===== src/hdl/mec_pkg.sv =====
// ----------------------------------------------------------------------------
// mec_pkg
// Shared constants and types for the motion event confirmer.
// ----------------------------------------------------------------------------
`timescale 1ns / 1ps
`default_nettype none

package mec_pkg;

    localparam int MAX_TRIGGERS  = 8;
    localparam int CNT_W         = $clog2(MAX_TRIGGERS + 1);
    localparam int TIME_W        = 32;
    localparam int WIN_W         = 16;
    localparam int MIN_W         = 4;
    localparam int SEC_W         = 16;
    localparam int MS_PER_SECOND = 1000;
    // 65535 s * 1000 fits in 26 bits
    localparam int COOL_MS_W     = 26;
    localparam int CMP_W         = (CNT_W > MIN_W) ? CNT_W : MIN_W;

    localparam int CFG_IDX_W  = 2;
    localparam int CFG_DATA_W = 16;

    typedef enum logic [CFG_IDX_W-1:0] {
        CFG_WINDOW   = 2'd0,
        CFG_MIN      = 2'd1,
        CFG_COOLDOWN = 2'd2
    } t_cfg_idx;

    typedef struct packed {
        logic [WIN_W-1:0]     window_ms;
        logic [MIN_W-1:0]     min_events;
        logic [COOL_MS_W-1:0] cooldown_ms;
    } t_cfg;

endpackage

`default_nettype wire


===== src/hdl/mec_cfg_regs.sv =====
// ----------------------------------------------------------------------------
// mec_cfg_regs
// Configuration registers; cooldown is kept pre-scaled to milliseconds.
// ----------------------------------------------------------------------------
`timescale 1ns / 1ps
`default_nettype none

module mec_cfg_regs (
    input  wire logic                           i_clk,
    input  wire logic                           i_rst_n,
    input  wire logic                           i_cfg_we,
    input  wire logic [mec_pkg::CFG_IDX_W-1:0]  i_cfg_idx,
    input  wire logic [mec_pkg::CFG_DATA_W-1:0] i_cfg_data,
    output mec_pkg::t_cfg                       o_cfg
);
    import mec_pkg::*;

    localparam int MUL_W = SEC_W + 10;

    t_cfg             r_cfg;
    logic [MUL_W-1:0] w_cool_ms;

    assign w_cool_ms = MUL_W'(i_cfg_data[SEC_W-1:0]) * MUL_W'(MS_PER_SECOND);

    always_ff @(posedge i_clk) begin
        if (!i_rst_n) begin
            r_cfg <= '0;
        end else if (i_cfg_we) begin
            unique case (t_cfg_idx'(i_cfg_idx))
                CFG_WINDOW:   r_cfg.window_ms   <= i_cfg_data[WIN_W-1:0];
                CFG_MIN:      r_cfg.min_events  <= i_cfg_data[MIN_W-1:0];
                CFG_COOLDOWN: r_cfg.cooldown_ms <= w_cool_ms[COOL_MS_W-1:0];
                default:      r_cfg <= r_cfg;
            endcase
        end
    end

    assign o_cfg = r_cfg;

endmodule

`default_nettype wire


===== src/hdl/mec_engine.sv =====
// ----------------------------------------------------------------------------
// mec_engine
// Trigger store, window count, cooldown; updates state once per beat.
// ----------------------------------------------------------------------------
`timescale 1ns / 1ps
`default_nettype none

module mec_engine (
    input  wire logic                       i_clk,
    input  wire logic                       i_rst_n,
    input  wire logic                       i_fire,
    input  wire logic                       i_level,
    input  wire logic [mec_pkg::TIME_W-1:0] i_time,
    input  wire mec_pkg::t_cfg              i_cfg,
    output logic                            o_confirm
);
    import mec_pkg::*;

    logic [TIME_W-1:0]       r_times [MAX_TRIGGERS];
    logic [CNT_W-1:0]        r_count;
    logic                    r_prev;
    logic [TIME_W-1:0]       r_cool_end;

    logic [TIME_W-1:0]       w_times [MAX_TRIGGERS];
    logic [CNT_W-1:0]        w_cnt;
    logic                    w_edge;
    logic                    w_full;
    logic [MAX_TRIGGERS-1:0] w_hit;
    logic [CNT_W-1:0]        w_hits;
    logic                    w_in_cool;

    assign w_edge = i_level && !r_prev;
    assign w_full = (r_count == CNT_W'(MAX_TRIGGERS));
    assign w_cnt  = (w_edge && !w_full) ? r_count + CNT_W'(1) : r_count;

    // Store after this beat's trigger: append, or drop oldest and shift down
    for (genvar g = 0; g < MAX_TRIGGERS; g++) begin : g_slot
        logic [TIME_W-1:0] w_up;
        logic [TIME_W-1:0] w_age;
        if (g < MAX_TRIGGERS - 1) begin : g_mid
            assign w_up = r_times[g+1];
        end else begin : g_top
            assign w_up = i_time;
        end
        always_comb begin
            if (w_edge && w_full) begin
                w_times[g] = w_up;
            end else if (w_edge && (r_count == CNT_W'(g))) begin
                w_times[g] = i_time;
            end else begin
                w_times[g] = r_times[g];
            end
        end
        assign w_age    = i_time - w_times[g];
        assign w_hit[g] = (CNT_W'(g) < w_cnt) &&
                          (w_age <= TIME_W'(i_cfg.window_ms));
    end

    assign w_hits    = CNT_W'($countones(w_hit));
    assign w_in_cool = (i_time < r_cool_end);
    assign o_confirm = !w_in_cool && (CMP_W'(w_hits) >= CMP_W'(i_cfg.min_events));

    always_ff @(posedge i_clk) begin
        if (!i_rst_n) begin
            r_count    <= '0;
            r_prev     <= 1'b0;
            r_cool_end <= '0;
        end else if (i_fire) begin
            r_prev  <= i_level;
            r_count <= o_confirm ? '0 : w_cnt;
            if (o_confirm) begin
                r_cool_end <= i_time + TIME_W'(i_cfg.cooldown_ms);
            end
        end
    end

    // Entries above the fill count are never read
    always_ff @(posedge i_clk) begin
        if (i_fire) begin
            r_times <= w_times;
        end
    end

endmodule

`default_nettype wire


===== src/hdl/motion_event_confirmer_core.sv =====
// ----------------------------------------------------------------------------
// motion_event_confirmer_core
// K-of-N motion trigger confirmation with cooldown, valid/ready streaming.
// ----------------------------------------------------------------------------
// Path: input beat -> input register -> engine (combinational) -> result register.
// Throughput: one beat per cycle while the result register is empty or being taken;
//   the store/cooldown update is done in the engine stage between the two registers.
// Reset: synchronous active low; clears handshake state, fill count, previous
//   level, cooldown end and configuration. No clearing pass.
`timescale 1ns / 1ps
`default_nettype none

module motion_event_confirmer_core (
    input  wire logic                           i_clk,
    input  wire logic                           i_rst_n,
    input  wire logic                           i_cfg_we,
    input  wire logic [mec_pkg::CFG_IDX_W-1:0]  i_cfg_idx,
    input  wire logic [mec_pkg::CFG_DATA_W-1:0] i_cfg_data,
    input  wire logic                           i_valid,
    output logic                                o_ready,
    input  wire logic                           i_raw_level,
    input  wire logic [mec_pkg::TIME_W-1:0]     i_time_ms,
    output logic                                o_valid,
    input  wire logic                           i_ready,
    output logic                                o_confirmed
);
    import mec_pkg::*;

    t_cfg              w_cfg;
    logic              r_in_valid;
    logic              r_in_level;
    logic [TIME_W-1:0] r_in_time;
    logic              r_out_valid;
    logic              r_out_confirmed;
    logic              w_fire;
    logic              w_confirm;

    assign w_fire  = r_in_valid && (!r_out_valid || i_ready);
    // no beat is taken while reset is held
    assign o_ready = i_rst_n && (!r_in_valid || w_fire);

    mec_cfg_regs u_cfg (
        .i_clk      (i_clk),
        .i_rst_n    (i_rst_n),
        .i_cfg_we   (i_cfg_we),
        .i_cfg_idx  (i_cfg_idx),
        .i_cfg_data (i_cfg_data),
        .o_cfg      (w_cfg)
    );

    mec_engine u_engine (
        .i_clk     (i_clk),
        .i_rst_n   (i_rst_n),
        .i_fire    (w_fire),
        .i_level   (r_in_level),
        .i_time    (r_in_time),
        .i_cfg     (w_cfg),
        .o_confirm (w_confirm)
    );

    always_ff @(posedge i_clk) begin
        if (!i_rst_n) begin
            r_in_valid  <= 1'b0;
            r_out_valid <= 1'b0;
        end else begin
            if (o_ready) begin
                r_in_valid <= i_valid;
            end
            if (w_fire) begin
                r_out_valid <= 1'b1;
            end else if (i_ready) begin
                r_out_valid <= 1'b0;
            end
        end
    end

    always_ff @(posedge i_clk) begin
        if (o_ready && i_valid) begin
            r_in_level <= i_raw_level;
            r_in_time  <= i_time_ms;
        end
        if (w_fire) begin
            r_out_confirmed <= w_confirm;
        end
    end

    assign o_valid     = r_out_valid;
    assign o_confirmed = r_out_confirmed;

endmodule

`default_nettype wire

===== config.mk =====
export PLATFORM = sky130hd
export DESIGN_NAME = motion_event_confirmer_core
export DESIGN_NICKNAME = d
export VERILOG_FILES = /design/src/hdl/mec_pkg.sv /design/src/hdl/mec_cfg_regs.sv /design/src/hdl/mec_engine.sv /design/src/hdl/motion_event_confirmer_core.sv
export SDC_FILE = /design/constraint.sdc
export NUM_CORES = 2
export LEC_CHECK = 0
export BUFFER_PORTS_ARGS = -buffer_cell sky130_fd_sc_hd__buf_2
export CORE_UTILIZATION = 45
export DETAILED_ROUTE_END_ITERATION = 12
export GPL_ROUTABILITY_DRIVEN = 0
export GPL_TIMING_DRIVEN = 0
export HOLD_SLACK_MARGIN = 0.15
export SKIP_LAST_GASP = 1
export SYNTH_ARGS = -nofsm -noshare
export SYNTH_HDL_FRONTEND = slang
export SYNTH_SLANG_ARGS = --single-unit

===== constraint.sdc =====
create_clock -name i_clk -period 11.2 [get_ports i_clk]
set_input_delay 1.12 -clock i_clk [delete_from_list [all_inputs] [get_ports i_clk]]
set_output_delay 1.12 -clock i_clk [all_outputs]
set_load 0.005 [all_outputs]

# Word-level counts from Yosys, hierarchy flattened
# Index checks and enable logic that the tools add are counted.
[totals] register_bits=372 input_bits=56 out_inout_bits=3 wordCells=122
[op_classes] n_addsub=17 n_mul=1 magnitude_cmp=18 eq_ne=10 muxes=20 reduce_logical=37
[ops] op="32-bit 2-to-1 mux" n=16
[ops] op="32-bit by 16-bit <= comparator with 1-bit output" n=8
[ops] op="32-bit subtractor" n=8
[ops] op="32-bit by 26-bit adder with 32-bit output" n=1
[ops] op="32-bit less-than comparator" n=1
[ops] op="1-bit logical AND" n=23
[ops] op="16-bit by 7-bit multiplier with 23-bit output (second input constant)" n=1
[ops] op="4-bit by 3-bit equality test with 1-bit output (second input constant)" n=4
[ops] op="3-bit by 4-bit less-than comparator with 1-bit output (first input constant)" n=4
[ops] op="4-bit adder" n=3
[ops] op="1-bit by 1-bit adder with 2-bit output" n=4
[ops] op="4-bit by 2-bit equality test with 1-bit output (second input constant)" n=2
[ops] op="1-bit by 4-bit less-than comparator with 1-bit output (first input constant)" n=2
[ops] op="2-bit by 4-bit less-than comparator with 1-bit output (first input constant)" n=2
[ops] op="4-bit 2-to-1 mux" n=2
[ops] op="2-bit AND reduction" n=4
[ops] op="1-bit logical NOT" n=5
[ops] op="4-bit by 1-bit adder with 4-bit output (second input constant)" n=1
[ops] op="4-bit by 1-bit equality test with 1-bit output (second input constant)" n=1
[ops] op="4-bit equality test (second input constant)" n=1
[ops] op="4-bit greater-or-equal comparator" n=1
[ops] op="4-bit logical NOT" n=1
[ops] op="2-bit by 1-bit equality test with 1-bit output (second input constant)" n=1
[ops] op="2-bit equality test (second input constant)" n=1
[ops] op="4 further kinds" n=6

# Depth between registers and ports, before layout
[logic_depth] depth_word=14 depth_mapped=54 depth_no_buf=47

# By module
# A second synthesis with hierarchy kept.
[unflattened] hier_cells=4604 area_unflattened_um2=39310.2
[by_module_without_submodules] mod="mec_engine" n_inst=1 cells_per_inst=4086 area_per_inst_um2=33952.6 seq_area_each_um2=8428.1
[by_module_without_submodules] mod="mec_cfg_regs" n_inst=1 cells_per_inst=474 area_per_inst_um2=4240.3 seq_area_each_um2=860.8
[by_module_without_submodules] mod="motion_event_confirmer_core" n_inst=1 cells_per_inst=44 area_per_inst_um2=1117.3 seq_area_each_um2=1061.0

# Worst setup path before layout
# OpenSTA, ideal clock, no wires.
[synth_path] path_kind="reg2reg" startpoint="register u_engine.r_count[0]" endpoint="register u_engine.r_cool_end[16]" setup_ps=128 t_arrival_ps=10255 required_time_ps=11072 path_slack_ps=817 stages_incl_launch_ff=50 path_buffers=6 period_less_slack_ps=10383 path_cell_list="dfxtp_1 -> inv_1 -> ha_1 -> buf_4 -> nand3b_1 -> a21o_1 -> clkbuf_1 -> buf_1 -> clkbuf_1 -> o21ai_0 -> ha_1 -> fa_1 -> nand2_1 -> nand2_1 -> a31oi_1 -> o221ai_1 -> a21bo_2 -> a21oi_1 -> [14 not listed] -> nand4_1 -> nor4bb_1 -> ha_1 -> inv_1 -> fa_1 -> fa_1 -> inv_1 -> ha_1 -> fa_1 -> ha_1 -> a21o_1 -> a21oi_1 -> a31oi_1 -> and2_1 -> clkbuf_1 -> clkbuf_1 -> mux2i_1 -> nor2_1"
[synth_rtl] item="start: declaration" line_no="mec_engine.sv:20" rtl="logic [CNT_W-1:0] r_count;"
[synth_rtl] item="start signal: assignment" line_no="mec_engine.sv:70" rtl="r_count <= o_confirm ? '0 : w_cnt;"
[synth_rtl] item="end signal: assignment" line_no="mec_engine.sv:72" rtl="r_cool_end <= i_time + TIME_W'(i_cfg.cooldown_ms);"
[synth_rtl] item="end: declaration" line_no="mec_engine.sv:22" rtl="logic [TIME_W-1:0] r_cool_end;"

==> tab_implementation.tex <==
\begin{tabular}{lr}
\hline
Metric & Value \\
\hline
\multicolumn{2}{l}{\textbf{Critical path}} \\
\quad Reg2Reg Launch Point & r\_in\_level \\
\quad Data required time of the critical path & 11,640 ps \\
\quad Biggest fanout along the worst timing path & 10 \\
\quad Stage delay of the slowest cell on the critical path & 640 ps \\
\quad Critical path class & reg -> reg \\
\quad Data arrival time of the worst path & 11,320 ps \\
\quad Kind of capture point of the worst setup path & register \\
\quad Terminus of the critical flop-to-flop path & u\_engine.r\_cool\_end[24] \\
\quad Logic depth of the worst register-to-register path & 41 \\
\quad Capture point of the critical path & u\_engine.r\_cool\_end[24] \\
\quad Critical Path Slowest Stage Cell & or4\_4 \\
\quad Worst reg2reg setup slack & 320 ps \\
\quad Critical path origin & r\_in\_level \\
\quad CP startpoint kind & register \\
\multicolumn{2}{l}{\textbf{Logic synthesis}} \\
\quad Synthesized flop and latch total & 372 \\
\quad Synth cell types & 123 \\
\quad Post-synth top area share & 21.83\% \\
\quad Per-instance average area after synthesis & 8.346 um\^{}2 \\
\quad Number of warnings printed during yosys synthesis & 0 \\
\quad Post-Syn Instances & 4,779 \\
\quad Post-synthesis async set-or-reset flop share & 0\% \\
\quad Yosys top cell by area & edfxtp\_1 \\
\quad Post-synth net total & 5,373 \\
\quad Synth top area cells & edfxtp\_1 22\%, ha\_1 15\%, a21oi\_1 6.4\% \\
\quad Cell area after synthesis & 0.03988 mm\^{}2 \\
\quad Count of flip-flops with a built-in enable after synthesis & 290 \\
\quad Top\_reg\_cell synth & edfxtp\_1 \\
\quad Sequential area share after synthesis & 25.95\% \\
\multicolumn{2}{l}{\textbf{Route}} \\
\quad Starting DRC count in detailed routing & 3,648 \\
\quad Final routed wirelength across all metal layers & 144.8 mm \\
\quad First-pass detailed-route iteration total & 7 \\
\quad Detail-routed via count per cell & 6.108 \\
\quad Overall via count from detail\_route & 37,180 \\
\quad DRC violation count after routing & 0 \\
\quad Routed wire per std cell & 23.79 um \\
\quad Remaining antenna violation count after routing & 0 \\
\multicolumn{2}{l}{\textbf{GRT}} \\
\quad Global-route wire length before repair & 213.8 mm \\
\quad GRT Total Usage & 31.41\% \\
\quad Largest net degree at the start of global routing & 119 \\
\quad Number of antenna violations at the first check in global routing & 1 \\
\quad Via count of the first global-routing pass & 35,310 \\
\quad Global-route congestion overflow total & 0 \\
\multicolumn{2}{l}{\textbf{STA}} \\
\quad Final slew viol count & 0 \\
\quad Final period util & 97.16\% \\
\quad Final worst hold slack & 453.9 ps \\
\quad TNS Setup & 0 ps \\
\quad Min Tclk post-route & 10,880 ps \\
\quad Final count of negative-setup-slack endpoints & 0 \\
\quad Highest Clock Rate & 0.09190 GHz \\
\quad Slew at the pin closest to its max-slew limit & 1423 ps \\
\quad Hold Fails Final Rpt & 0 \\
\quad Clk\_skew & 35.70 ps \\
\quad Worst slew slack as a fraction of its limit & 4.118\% \\
\multicolumn{2}{l}{\textbf{Clock network}} \\
\quad Clock tree from TritonCTS & built \\
\quad Maximum level of the CTS H-tree & 2 \\
\quad Clock buffers created by TritonCTS & 47 \\
\quad Clk sinks & 372 \\
\quad Hold Buf Count CTS & 0 \\
\quad CTS root buffer & clkbuf\_16 \\
\quad Post-CTS clock slew at the launch and capture registers of the worst setup and hold paths & 60 ps \\
\quad Max Buffers Root-to-Sink & 3 \\
\quad Skew-Pair Late Insertion Delay & 620 ps \\
\multicolumn{2}{l}{\textbf{Floorplan}} \\
\quad Placeable core region & 0.08729 mm\^{}2 \\
\quad Number of primary I/O pins & 59 \\
\quad Die span in y & 299.7 um \\
\quad Die width & 299.7 um \\
\quad Die Outline Area & 0.08982 mm\^{}2 \\
\quad Starting density of the core & 45.69\% \\
\quad Placement row count & 108 \\
\multicolumn{2}{l}{\textbf{Final layout}} \\
\quad Combined flip-flop and latch cell area & 0.01035 mm\^{}2 \\
\quad P\&R area growth vs syn & 9.782\% \\
\quad Count of filler cells inserted in the layout & 8,607 \\
\quad Inserted Diodes & 0 \\
\quad Footprint of the multi-input gates & 0.02735 mm\^{}2 \\
\quad Most common library cell in the layout ignoring fill and taps & nor2\_1 \\
\quad Nets@finish & 5,489 \\
\quad Share of cells above drive strength 1 & 6.975\% \\
\quad Most frequent cells in the layout & 512 x nor2\_1, 502 x a21oi\_1, 468 x ha\_1, 416 x inv\_1, 372 x nand2\_1 \\
\multicolumn{2}{l}{\textbf{Run}} \\
\quad Maxcap violations & 0 \\
\multicolumn{2}{l}{\textbf{Power and ir drop}} \\
\quad Switch Pwr & 1.874 mW \\
\quad Max rail drop VDD & 204.3 uV \\
\quad Cell internal power dissipation & 3.273 mW \\
\quad Register share of total power & 32.1\% \\
\quad Leakage power of the design & 19.47 nW \\
\quad Combinational power share & 37.0\% \\
\quad Clk network pwr share & 30.9\% \\
\quad Power Dens Cells & 117.6 mW/mm\^{}2 \\
\quad Switching share of power & 36.41\% \\
\multicolumn{2}{l}{\textbf{Min path}} \\
\quad Worst hold path stage count & 2 \\
\quad Tightest Hold Check Type & reg -> reg \\
\multicolumn{2}{l}{\textbf{Outcome}} \\
\quad Run status & completed \\
\multicolumn{2}{l}{\textbf{Place}} \\
\quad Count of buffers from port buffering & 58 \\
\quad Detailed-placement wirelength estimate & 116.5 mm \\
\hline
\end{tabular}
routing by layer:
| metal | up-vias | part of all wire, % | global-route usage [%] | routed length [um] |
|---|---|---|---|---|
| li1 | 17480 | - | - | - |
| met1 | 17840 | 42 | 41.31 | 60710 |
| met2 | 1593 | 45 | 51.95 | 65870 |
| met3 | 269 | 7.8 | 3.808 | 11280 |
| met4 | 2 | 4.8 | 13.41 | 6957 |
| met5 | - | 0.0076 | 0 | 11 |
how the worst min path moves through the flow:
stage | start | end | slack (ps)
3_3_place_gp | u_cfg.o_cfg[32] | u_cfg.o_cfg[32] | 450
6_report | u_cfg.o_cfg[31] | u_cfg.o_cfg[31] | 450
5_1_grt | u_cfg.o_cfg[31] | u_cfg.o_cfg[31] | 470
3_5_place_dp | u_cfg.o_cfg[31] | u_cfg.o_cfg[31] | 450
2_1_floorplan | u_cfg.o_cfg[10] | u_cfg.o_cfg[10] | 440
4_1_cts | u_cfg.o_cfg[31] | u_cfg.o_cfg[31] | 460
Yosys cell counts (12+ instances only):
| cell type | instances |
|---|---|
| a211oi_1 | 36 |
| a21boi_0 | 17 |
| a21o_1 | 197 |
| a21oi_1 | 507 |
| a221oi_1 | 19 |
| a22oi_1 | 13 |
| a31oi_1 | 45 |
| and2_1 | 27 |
| and3_1 | 23 |
| and4_1 | 12 |
| buf_1 | 36 |
| buf_2 | 15 |
| clkbuf_1 | 148 |
| dfxtp_1 | 82 |
| edfxtp_1 | 290 |
| fa_1 | 67 |
| ha_1 | 471 |
| inv_1 | 418 |
| maj3_1 | 14 |
| mux2i_1 | 216 |
| nand2_1 | 375 |
| nand2b_1 | 63 |
| nand3_1 | 75 |
| nand3b_1 | 20 |
| nand4_1 | 61 |
| nor2_1 | 512 |
| nor2b_1 | 55 |
| nor3_1 | 71 |
| nor4_1 | 21 |
| o2111ai_1 | 23 |
| o211ai_1 | 20 |
| o21a_1 | 49 |
| o21ai_0 | 214 |
| o21ai_1 | 12 |
| o21bai_1 | 34 |
| o221ai_1 | 17 |
| o22ai_1 | 18 |
| o31ai_1 | 17 |
| or2_2 | 12 |
| or3_1 | 17 |
| xnor2_1 | 146 |
| xor2_1 | 69 |
cells by family after synthesis:
logic type,synth area share (%)
XOR/XNOR,4.721
AND/OR/NAND/NOR,16.49
flip-flops,25.95
buffers and inverters,6.212
AO/OA/AOI/OAI,22.63
multiplexers,5.449
adder cells (fa/ha/maj),18.55
power by group through the flow:
stage	clock [mW]	combinational, mW	sequential [mW]
CTS	1.60	1.89	1.65
detailed placement	0	1.86	1.68
global placement	0	1.84	1.69
global route	1.64	2.12	1.66
finish	1.59	1.91	1.65
floorplan	0	1.39	1.64
area by class of cell:
cell class	count	share of cell area, %
clock inverters	20	0.4544
flip-flops and latches	372	23.64
clock buffers	66	3.135
well taps	1155	3.301
plain buffers	208	2.389
inverters	421	3.626
multi-input cells	3773	62.45
repair buffers	72	0.9973
registers in the layout, summed over array words and instances, names as in the netlist:
signal                count
o_confirmed               1
o_valid                   1
r_in_level                1
r_in_time                32
r_in_valid                1
u_cfg.o_cfg              43
u_engine.g_slot.w_up    224
u_engine.r_cool_end      32
u_engine.r_count          4
u_engine.r_prev           1
u_engine.r_times         32
critical path, delay by kind of cell, from the launching register on:
family	cells	cell delay (ps)
flops	1	440
compound gates	13	2420
buf+inv	7	1380
xor+xnor	1	110
fa+ha+maj	9	3190
simple gates	11	3110
through the flow:
stage / cells / instance area, um^2 / setup WS [ps] / power, mW / util, %
after floorplan: 4779 / 39880 / 817.2 / 3.035 / -
after global placement: 5992 / 41620 / -3787 / 3.535 / 47.68
after detailed placement: 5996 / 41710 / -3689 / 3.540 / 47.78
after CTS: 6086 / 43610 / 7.550 / 5.138 / 49.96
after global routing: 6087 / 43780 / -32.43 / 5.415 / 50.16
final: 6087 / 43780 / 318.2 / 5.147 / 50.16
timing repair:
| action | in CTS | in global routing |
|---|---|---|
| gates resized for setup | 100 | 69 |
| hold endpoints to repair | 0 | 0 |
| buffers inserted | 8 | 2 |
| pin swaps | 9 | 15 |
| endpoints found under the setup margin | 37 | 37 |
Note: power is estimated with default switching activity, not from simulation.
